--- src/hw/rtl/lesf_pkg.sv ---
// Shared types and constants of the largest empty square finder.
package lesf_pkg;

  localparam int unsigned CharW   = 8;
  localparam int unsigned SideW   = 11;
  localparam int unsigned CfgW    = 11;
  localparam int unsigned CfgIdxW = 2;

  localparam int unsigned MaxWidthDef  = 1024;
  localparam int unsigned MaxHeightDef = 1024;

  localparam logic [CharW-1:0] FreeChar = 8'd46;
  localparam logic [SideW-1:0] SideMax  = '1;

  typedef enum logic [CfgIdxW-1:0] {
    REG_GRID_WIDTH  = 2'd0,
    REG_GRID_HEIGHT = 2'd1
  } lesf_reg_e;

  // Control of one computed cell handed to the best-square tracker.
  typedef struct packed {
    logic valid;
    logic last;
  } lesf_ctl_t;

  function automatic logic [SideW-1:0] min3(input logic [SideW-1:0] a,
                                            input logic [SideW-1:0] b,
                                            input logic [SideW-1:0] c);
    logic [SideW-1:0] m;
    m = (a < b) ? a : b;
    return (m < c) ? m : c;
  endfunction

endpackage

--- src/hw/rtl/lesf_best_track.sv ---
// Best-square tracker and result output register.
module lesf_best_track import lesf_pkg::*; #(
  parameter int unsigned MAX_WIDTH  = MaxWidthDef,
  parameter int unsigned MAX_HEIGHT = MaxHeightDef
) (
  input  logic                                               clk_i,
  input  logic                                               rst_ni,
  input  lesf_ctl_t                                          cell_ctl_i,
  input  logic [SideW-1:0]                                   side_i,
  input  logic [((MAX_WIDTH > 1) ? $clog2(MAX_WIDTH) : 1)-1:0]   col_i,
  input  logic [((MAX_HEIGHT > 1) ? $clog2(MAX_HEIGHT) : 1)-1:0] row_i,
  input  logic                                               out_ready_i,
  output logic                                               out_valid_o,
  output logic                                               out_full_o,
  output logic [SideW-1:0]                                   best_size_o,
  output logic [((MAX_WIDTH > 1) ? $clog2(MAX_WIDTH) : 1)-1:0]   best_column_o,
  output logic [((MAX_HEIGHT > 1) ? $clog2(MAX_HEIGHT) : 1)-1:0] best_row_o
);

  localparam int unsigned ColW = (MAX_WIDTH > 1) ? $clog2(MAX_WIDTH) : 1;
  localparam int unsigned RowW = (MAX_HEIGHT > 1) ? $clog2(MAX_HEIGHT) : 1;

  logic [SideW-1:0] best_side_q, best_side_d;
  logic [ColW-1:0]  best_col_q, best_col_d;
  logic [RowW-1:0]  best_row_q, best_row_d;
  logic             out_valid_q, out_valid_d;
  logic [SideW-1:0] out_size_q;
  logic [ColW-1:0]  out_col_q;
  logic [RowW-1:0]  out_row_q;
  logic             better;

  // Strictly larger only: ties keep the earlier square.
  always_comb begin
    better      = side_i > best_side_q;
    best_side_d = better ? side_i : best_side_q;
    best_col_d  = better ? col_i  : best_col_q;
    best_row_d  = better ? row_i  : best_row_q;
  end

  always_comb begin
    out_valid_d = out_valid_q && !out_ready_i;
    if (cell_ctl_i.valid && cell_ctl_i.last) begin
      out_valid_d = 1'b1;
    end
  end

  always_ff @(posedge clk_i or negedge rst_ni) begin
    if (!rst_ni) begin
      best_side_q <= '0;
      best_col_q  <= '0;
      best_row_q  <= '0;
      out_valid_q <= 1'b0;
    end else begin
      out_valid_q <= out_valid_d;
      if (cell_ctl_i.valid) begin
        if (cell_ctl_i.last) begin
          best_side_q <= '0;
          best_col_q  <= '0;
          best_row_q  <= '0;
        end else begin
          best_side_q <= best_side_d;
          best_col_q  <= best_col_d;
          best_row_q  <= best_row_d;
        end
      end
    end
  end

  always_ff @(posedge clk_i) begin
    if (cell_ctl_i.valid && cell_ctl_i.last) begin
      out_size_q <= best_side_d;
      out_col_q  <= best_col_d;
      out_row_q  <= best_row_d;
    end
  end

  assign out_valid_o   = out_valid_q;
  assign out_full_o    = out_valid_q && !out_ready_i;
  assign best_size_o   = out_size_q;
  assign best_column_o = out_col_q;
  assign best_row_o    = out_row_q;

endmodule

--- config.mk ---
export PLATFORM = sky130hd
export DESIGN_NAME = lesf_best_track
export DESIGN_NICKNAME = d
export VERILOG_FILES = /design/src/hw/rtl/lesf_pkg.sv /design/src/hw/rtl/lesf_best_track.sv
export SDC_FILE = /design/constraint.sdc
export NUM_CORES = 1
export LEC_CHECK = 0
export ABC_AREA = 1
export BUFFER_PORTS_ARGS = -buffer_cell sky130_fd_sc_hd__buf_4
export CAP_MARGIN = 20
export CORE_ASPECT_RATIO = 0.9
export CORE_MARGIN = 2
export CORE_UTILIZATION = 45
export CTS_CLUSTER_SIZE = 28
export DETAILED_ROUTE_END_ITERATION = 7
export GPL_TIMING_DRIVEN = 1
export PLACE_DENSITY = 0.73
export SLEW_MARGIN = 20
export SYNTH_ARGS = -nofsm -noshare
export SYNTH_HDL_FRONTEND = slang
export SYNTH_SLANG_ARGS = --single-unit
--- constraint.sdc ---
create_clock -name clk_i -period 1.95 [get_ports clk_i]
set_clock_uncertainty 0.2 [all_clocks]
set_input_delay 0.195 -clock clk_i [delete_from_list [all_inputs] [get_ports clk_i]]
set_output_delay 0.195 -clock clk_i [all_outputs]
set_load 0.03 [all_outputs]
[Yosys cells after proc, flatten, opt, wreduce, memory -nomap -nowiden]
Index checks and enable logic that the tools add are counted.
Storage, ports and cells
  bits in latches: 0
  ROM bits: 0
  input bits: 36
  memories: 0
  RAM bits: 0
  register bits: 63
Operators by class
  shift-type cells: 0
  multipliers: 0
  equal/unequal tests: 0
  muxes and demuxes: 7
  reductions and logical operators: 3
  div/mod/pow operators: 0
  magnitude comparators: 1
  bitwise logic cells: 0
  $add $sub $neg: 0
Operators with widths (count)
  2-to-1 mux 10 bit: 4
  2-to-1 mux 11 bit: 2
  greater-than comparator 11 bit: 1
  logical AND 1 bit: 2
  zero test 1 bit: 1
  2-to-1 mux 1 bit: 1

[Longest topological paths before layout]
Gate-level depths: netlist of run 1.
  depth in word-level cells: 3
  mapped depth: 13
  gate-level depth less buffers: 12

[Least setup slack after synthesis of run 1]
Ideal clock, no wire load.
  kind: register to register
  from: register best_side_q[10]
  to: register out_col_q[9] (netlist: best_column_o[9]), data pin
  stages on the path, launching flop included: 11
  setup time: 255 ps
  setup slack: -23 ps
  arrival time: 1519 ps
  clock period less this slack: 1973 ps
  path through: dfrtp_1 inv_1 ha_1 nand2_1 inv_2 a21oi_1 nand3_4 nand2_2 buf_6 nand2_1 and2_1
On the way
  cells in the longest elaborated chain, start to end: 2
Ends and longest elaborated chain
  from (decl): RTL line lesf_best_track.sv:23  | logic [SideW-1:0] best_side_q, best_side_d;
  from (signal assigned): RTL line lesf_best_track.sv:61  | best_side_q <= best_side_d;
  greater-than comparator 11 bit: RTL line lesf_best_track.sv:34  | better = side_i > best_side_q;
  2-to-1 mux 10 bit: RTL line lesf_best_track.sv:36  | best_col_d = better ? col_i : best_col_q;
  via best_col_d[9]: RTL line lesf_best_track.sv:24  | logic [ColW-1:0] best_col_q, best_col_d;
  to (signal assigned): RTL line lesf_best_track.sv:72  | out_col_q <= best_col_d;
  to (decl): RTL line lesf_best_track.sv:28  | logic [ColW-1:0] out_col_q;
The timed path passes the listed nets, and every way through them passes these cells.
A chain may end at the register's enable or synchronous reset.

[Worst setup path in the final report of run 1]
  from: register best_side_q[9]
  to: register out_size_q[9] (netlist: best_size_o[9]), data pin
On the way
  cells in the longest elaborated chain, start to end: 2
Ends and longest elaborated chain
  greater-than comparator 11 bit: RTL line lesf_best_track.sv:34
  2-to-1 mux 11 bit (*): RTL line lesf_best_track.sv:35  | best_side_d = better ? side_i : best_side_q;
  via best_side_d[9]: RTL line lesf_best_track.sv:23
  to (signal assigned): RTL line lesf_best_track.sv:71  | out_size_q <= best_side_d;
  to (decl): RTL line lesf_best_track.sv:27  | logic [SideW-1:0] out_size_q;
The timed path passes the listed nets; every way through them passes the cells marked *.

==> run metrics, run 1 <==
Syn-to-layout area delta 42.5%; TritonCTS Buffers 9; diode count 0; Syn Inst Count 375; static leakage 2.41 nW; DRT Wirelength 8100 microns; part of the cycle the worst path needs 1.12; CP peak stage delay 0.38 ns; Crit-path slowest cell dfrtp_1; Cell Area, Placed 4030 sq um; FILL cells 537; Slew headroom 0.700; Worst R2R Start best_side_q[9]; commonest cells in the netlist nand2_1, inv_1, nand3_1; Crit Path Category register to register; gr ovfl total 0; Crit Path Max Fanout 2; vias per cell 4.84; worst setup margin -0.227 ns; Worst setup EP type register; CTS clk-pin slew, worst paths 0.07 ns; synthesized cell area 3270 sq um; Power Density 955 nW/um^2; Slew Viols, Final 0; CTS root buffer clkbuf_8; # rows 29; vias in the first global route 2794; maxcap violations 0; RSZ-0062 raised after global routing true; Hold Crit Start col_i[3]; DIE WIDTH 93.8 microns; Setup crit start best_side_q[9]; Post-DRT Antenna Nets 0; Area contributors post-synth edfxtp_1, dfrtp_1, nand2_1, nand3_1, inv_1; core outline area 7040 sq um; H-tree depth 3; GP Congestion 0.772; global-route usage over all layers 0.205; top-count cell post-synth nand2_1; failing checks setup timing; area fraction of the dominant cell type after synthesis 0.285; share of cells above drive strength 1 0.347; CTS tree yes; WP buf/inv 11; crit path cell chain inv_2, buf_4, buf_4, buf_4, buf_4, buf_4, buf_4, buf_4, buf_4, buf_4, buf_4, nand2_4, and2_4; DR WL/cell 13.8 microns; initial antenna violation count 0; HP Class primary input to register; cell mode on critical path buf_4; worst-margin pin slew 0.450 ns; pin count of the biggest net entering global routing 33; final net count 537; CP top delay family buffers and inverters; status complete, but fails checks; WP data required 1.96 ns; final core occ 0.661; crit start category register; crit path DAT 2.18 ns; Die ar. 7960 sq um; Final Hold Fails 0; Synth async-reset ratio 0.508; syn avg cell area 8.71 sq um; Final Cell Area 4650 sq um; I/O Pins 69; area leader, netlist edfxtp_1; Synth Net Count 422; I/O Buffers 68; ys flop type dfrtp_1; #FFs+latches synth 63; global-route wire length before repair 12600 microns; CTS sink cnt 63; sequential area share after synthesis 0.530; Starting Density 0.464; Vias 2845; Post-synth EDFFs 31; die height 84.8 microns; min Tclk post-route 2.18 ns; final setup fails 62; initial detailed-routing violation count 172; post-synthesis cell type count 21; synth warn 0; Clock Path Buffers 2; VDD IR-drop max 404 uV; first drt pass iteration count 4; # DRC 0; f_max 459 MHz; dpl hpwl 4800 microns; clock latency on the worst-skew pair 0.33 ns
sequential cells by signal (all words and copies together) (netlist names):
name and cells:
best_column_o 10, best_row_q 10, best_row_o 10, best_col_q 10
best_side_q 11, best_size_o 11, out_valid_o 1
report_power, final:
part	switching (W)	internal, W	total, W	leakage [nW]
combinational	0.000791	0.000693	0.00148	1.59
sequential	0.0000824	0.00162	0.00170	0.709
clock	0.000508	0.000748	0.00126	0.106
through the flow:
stage	instances	hold slack (ns)	setup TNS [ns]	power [W]	worst slack [ns]
finish	588	0.0111	-7.95	0.00444	-0.227
global route	588	0.0344	-13.97	0.00468	-0.294
CTS	584	0.00756	-5.29	0.00432	-0.153
detailed placement	549	-0.0286	-5.14	0.00290	-0.147
global placement	549	-0.0305	-3.43	0.00285	-0.117
floorplan	375	-0.301	-0.274	0.00250	-0.0137
cell type report:
cell class | instances | area, sq um | share of cell area
Sequential cell | 63 | 1730 | 0.372
Multi-Input combinational cell | 225 | 1330 | 0.286
Timing Repair Buffer | 119 | 982 | 0.211
Inverter | 72 | 270 | 0.0581
Clock buffer | 10 | 138 | 0.0296
Tap cell | 93 | 116 | 0.0250
Clock inverter | 6 | 83.8 | 0.0180
what timing repair did:
action                                  4_1_cts  5_1_grt
buffers inserted                             13        3
hold buffers                                  5        0
pin swaps                                     1        6
endpoints found under the hold margin        35        0
endpoints found under the setup margin       58       62
resized for setup                            19       23
gates cloned                                  1        2
placed cells by master (no fill, tap or decap), types with 2 or more instances in the layout:
cell type	instances
nand3_1	51
buf_4	105
ha_1	6
clkinvlp_4	2
and2_4	3
inv_2	8
nand3_2	8
ha_4	5
a21oi_2	3
inv_1	64
bufinv_16	2
nand2_1	102
nand2_2	7
dlygate4sd3_1	5
nand2_4	4
clkbuf_8	10
dfrtp_1	32
buf_6	5
edfxtp_1	31
and2_1	27
nand3_4	2
worst paths after layout:
kind / endpoint / slack [ns] / cells after the start
min in group asynchronous: best_side_q[7] / 0.14 / 2
max in group asynchronous: out_valid_o / 1.09 / 2
setup reg to reg: best_size_o[9] / -0.23 / 13
setup / recovery: best_size_o[9] / -0.23 / 13
hold reg to reg: best_col_q[6] / 0.28 / 2
hold / removal: best_col_q[3] / 0.01 / 5
tightest hold or removal path: cells and delay by family:
kind | cells | cell delay (ns)
and+or+nand+nor | 3 | 0.20
buffers and inverters | 2 | 0.12
cell families (layout without fill, tap and decap cells):
logic type	after synthesis	in the layout	share of synthesized area
flip-flops	63	63	0.530
adder cells (fa/ha/maj)	11	11	0.0421
AO/OA/AOI/OAI	5	5	0.00766
AND/OR/NAND/NOR	209	209	0.309
buffers and inverters	87	207	0.111
metal layers:
layer	wire length (microns)	track usage	vias up
met5	0	0	-
met2	4080	0.346	108
li1	-	-	1391
met3	594	0.0302	23
met4	250	0.0922	0
met1	3170	0.261	1323
No activity file was read; power rests on OpenSTA's default activity.
==> inputs of run 2 (changes only) <==
Settings changed: GPL_TIMING_DRIVEN 1 to 0.
==> run 2 against run 1 <==
  * The run still ends with setup timing left
  * Sequential share of layout area rose by 0.44 points
  * Global-route usage rose by 1.0 points
  * Non-clock buffer count fell by 11
  * Design area fell by 1.2%
  * Highest routed layer unchanged
==> run metrics, run 2 (synthesized netlist as in run 1, its figures left out) <==
Final Hold Fails 0; vias in the first global route 2830; gr ovfl total 0; Vias 2811; DR WL/cell 14.1 microns; Place WS -0.240 ns; GP Congestion 0.854; dpl hpwl 4670 microns; first drt pass iteration count 4; DP Cell Count 536; # DRC 0; final net count 526; status complete, but fails checks; pin count of the biggest net entering global routing 33; Syn-to-layout area delta 40.8%; min Tclk post-route 2.21 ns; met1 usage 0.270; DIE WIDTH 93.8 microns; post-layout instance count excluding filler cells 577; GR Util met2 0.355; final setup fails 62; Worst setup EP type register; die height 84.8 microns; global-route wire length before repair 13000 microns; worst-margin pin slew 0.711 ns; commonest non-fill, non-tap cell in the layout nand2_1; Crit Path Max Fanout 10; clock latency on the worst-skew pair 0.35 ns; maxcap violations 0; I/O Pins 69; H-tree depth 3; total power 0.00440 W; Clock Path Buffers 2; Hold Crit Start cell_ctl_i[0]; core outline area 7040 sq um; Post-DRT Antenna Nets 0; Crit Path Category register to register; Slew Viols, Final 0; f_max 453 MHz; worst setup margin -0.257 ns; vias per cell 4.87; Worst R2R Start best_side_q[10]; crit path DAT 2.11 ns; reg2reg setup slack -0.26 ns; global-route usage over all layers 0.214; Starting Density 0.464; HP Class primary input to register; diode count 0; Setup crit start best_side_q[10]; part of the cycle the worst path needs 1.13; CTS sink cnt 63; share of cells above drive strength 1 0.320; initial antenna violation count 0; CTS root buffer clkbuf_8; failing checks setup timing; # rows 29; crit start category register; static leakage 2.34 nW; Power Density 955 nW/um^2; most frequent cells in the layout nand2_1, buf_4, inv_1; M3 GR Usage 0.0453; Slew headroom 0.525; CTS tree yes; Die ar. 7960 sq um; FILL cells 547; CTS clk-pin slew, worst paths 0.07 ns; I/O Buffers 68; DRT Wirelength 8110 microns; VDD IR-drop max 427 uV; initial detailed-routing violation count 158; Most Crowded Layer GR met2; WP data required 1.85 ns; TritonCTS Buffers 9; RSZ-0062 raised after global routing true
==> run 2: cell count changes in the layout (fill, tap and decap cells not counted), sizes merged <==
cell         before  now
clkinvlp          2    0
dlygate4sd3       5   16
buf             113   86
clkbuf           11   18
==> run 2: metal layers <==
| layer | part of all wire | up-vias |
|---|---|---|
| li1 | - | 1375 |
| met1 | 0.42 | 1328 |
| met2 | 0.50 | 90 |
| met3 | 0.054 | 18 |
| met4 | 0.021 | 0 |
| met5 | 0 | - |
==> run 2: layout make-up <==
| cell class | count | area (sq um) | share of cell area |
|---|---|---|---|
| Tap cell | 93 | 116 | 0.0253 |
| Multi-Input combinational cell | 225 | 1370 | 0.298 |
| Clock inverter | 4 | 70.1 | 0.0152 |
| Buffer | 15 | 133 | 0.0288 |
| Sequential cell | 63 | 1730 | 0.376 |
| Inverter | 72 | 270 | 0.0587 |
| Clock buffer | 12 | 145 | 0.0315 |
| Timing Repair Buffer | 93 | 766 | 0.166 |
==> run 2: worst paths after layout <==
path | endpoint | depth (start not counted)
worst max-delay path | best_row_o[6] | 11
worst min-delay path | best_row_q[0] | 4
worst max register to register | best_row_o[6] | 11
worst min register to register | best_row_q[4] | 2
max in group asynchronous | out_valid_o | 2
min in group asynchronous | best_side_q[8] | 2
==> run 2: metrics by stage <==
stage | cell area, sq um | utilization | hold WS [ns] | setup TNS [ns]
2_1_floorplan | 3270 | - | -0.301 | -0.274
3_3_place_gp | 3900 | 0.554 | -0.0335 | -4.62
3_5_place_dp | 3900 | 0.554 | -0.0333 | -7.57
4_1_cts | 4550 | 0.647 | 0.0000449 | -4.24
5_1_grt | 4600 | 0.654 | 0.0313 | -14.06
6_report | 4600 | 0.654 | 0.00224 | -8.85
==> run 2: worst max-delay path, cell delays in order, from the launching register on <==
cell	delay (ns)
dfrtp_1	0.37
inv_2	0.07
ha_4	0.28
nand2_2	0.06
inv_2	0.09
nand2_4	0.07
nor2_8	0.14
nand2_4	0.07
nand3_4	0.14
buf_8	0.15
nand3_1	0.12
and2_1	0.20
==> run 2: timing repair <==
action,in CTS,in global routing
cloned,3,0
hold buffers,16,0
gates resized for setup,54,12
endpoints found under the hold margin,46,0
setup buffers,4,2
endpoints found under the setup margin,60,62
pin swaps,15,4
==> run 2: power by group <==
part	total, W	switching [W]	internal [W]
Clock	0.00127	0.000519	0.000752
Sequential	0.00170	0.0000794	0.00162
Combinational	0.00142	0.000801	0.000624
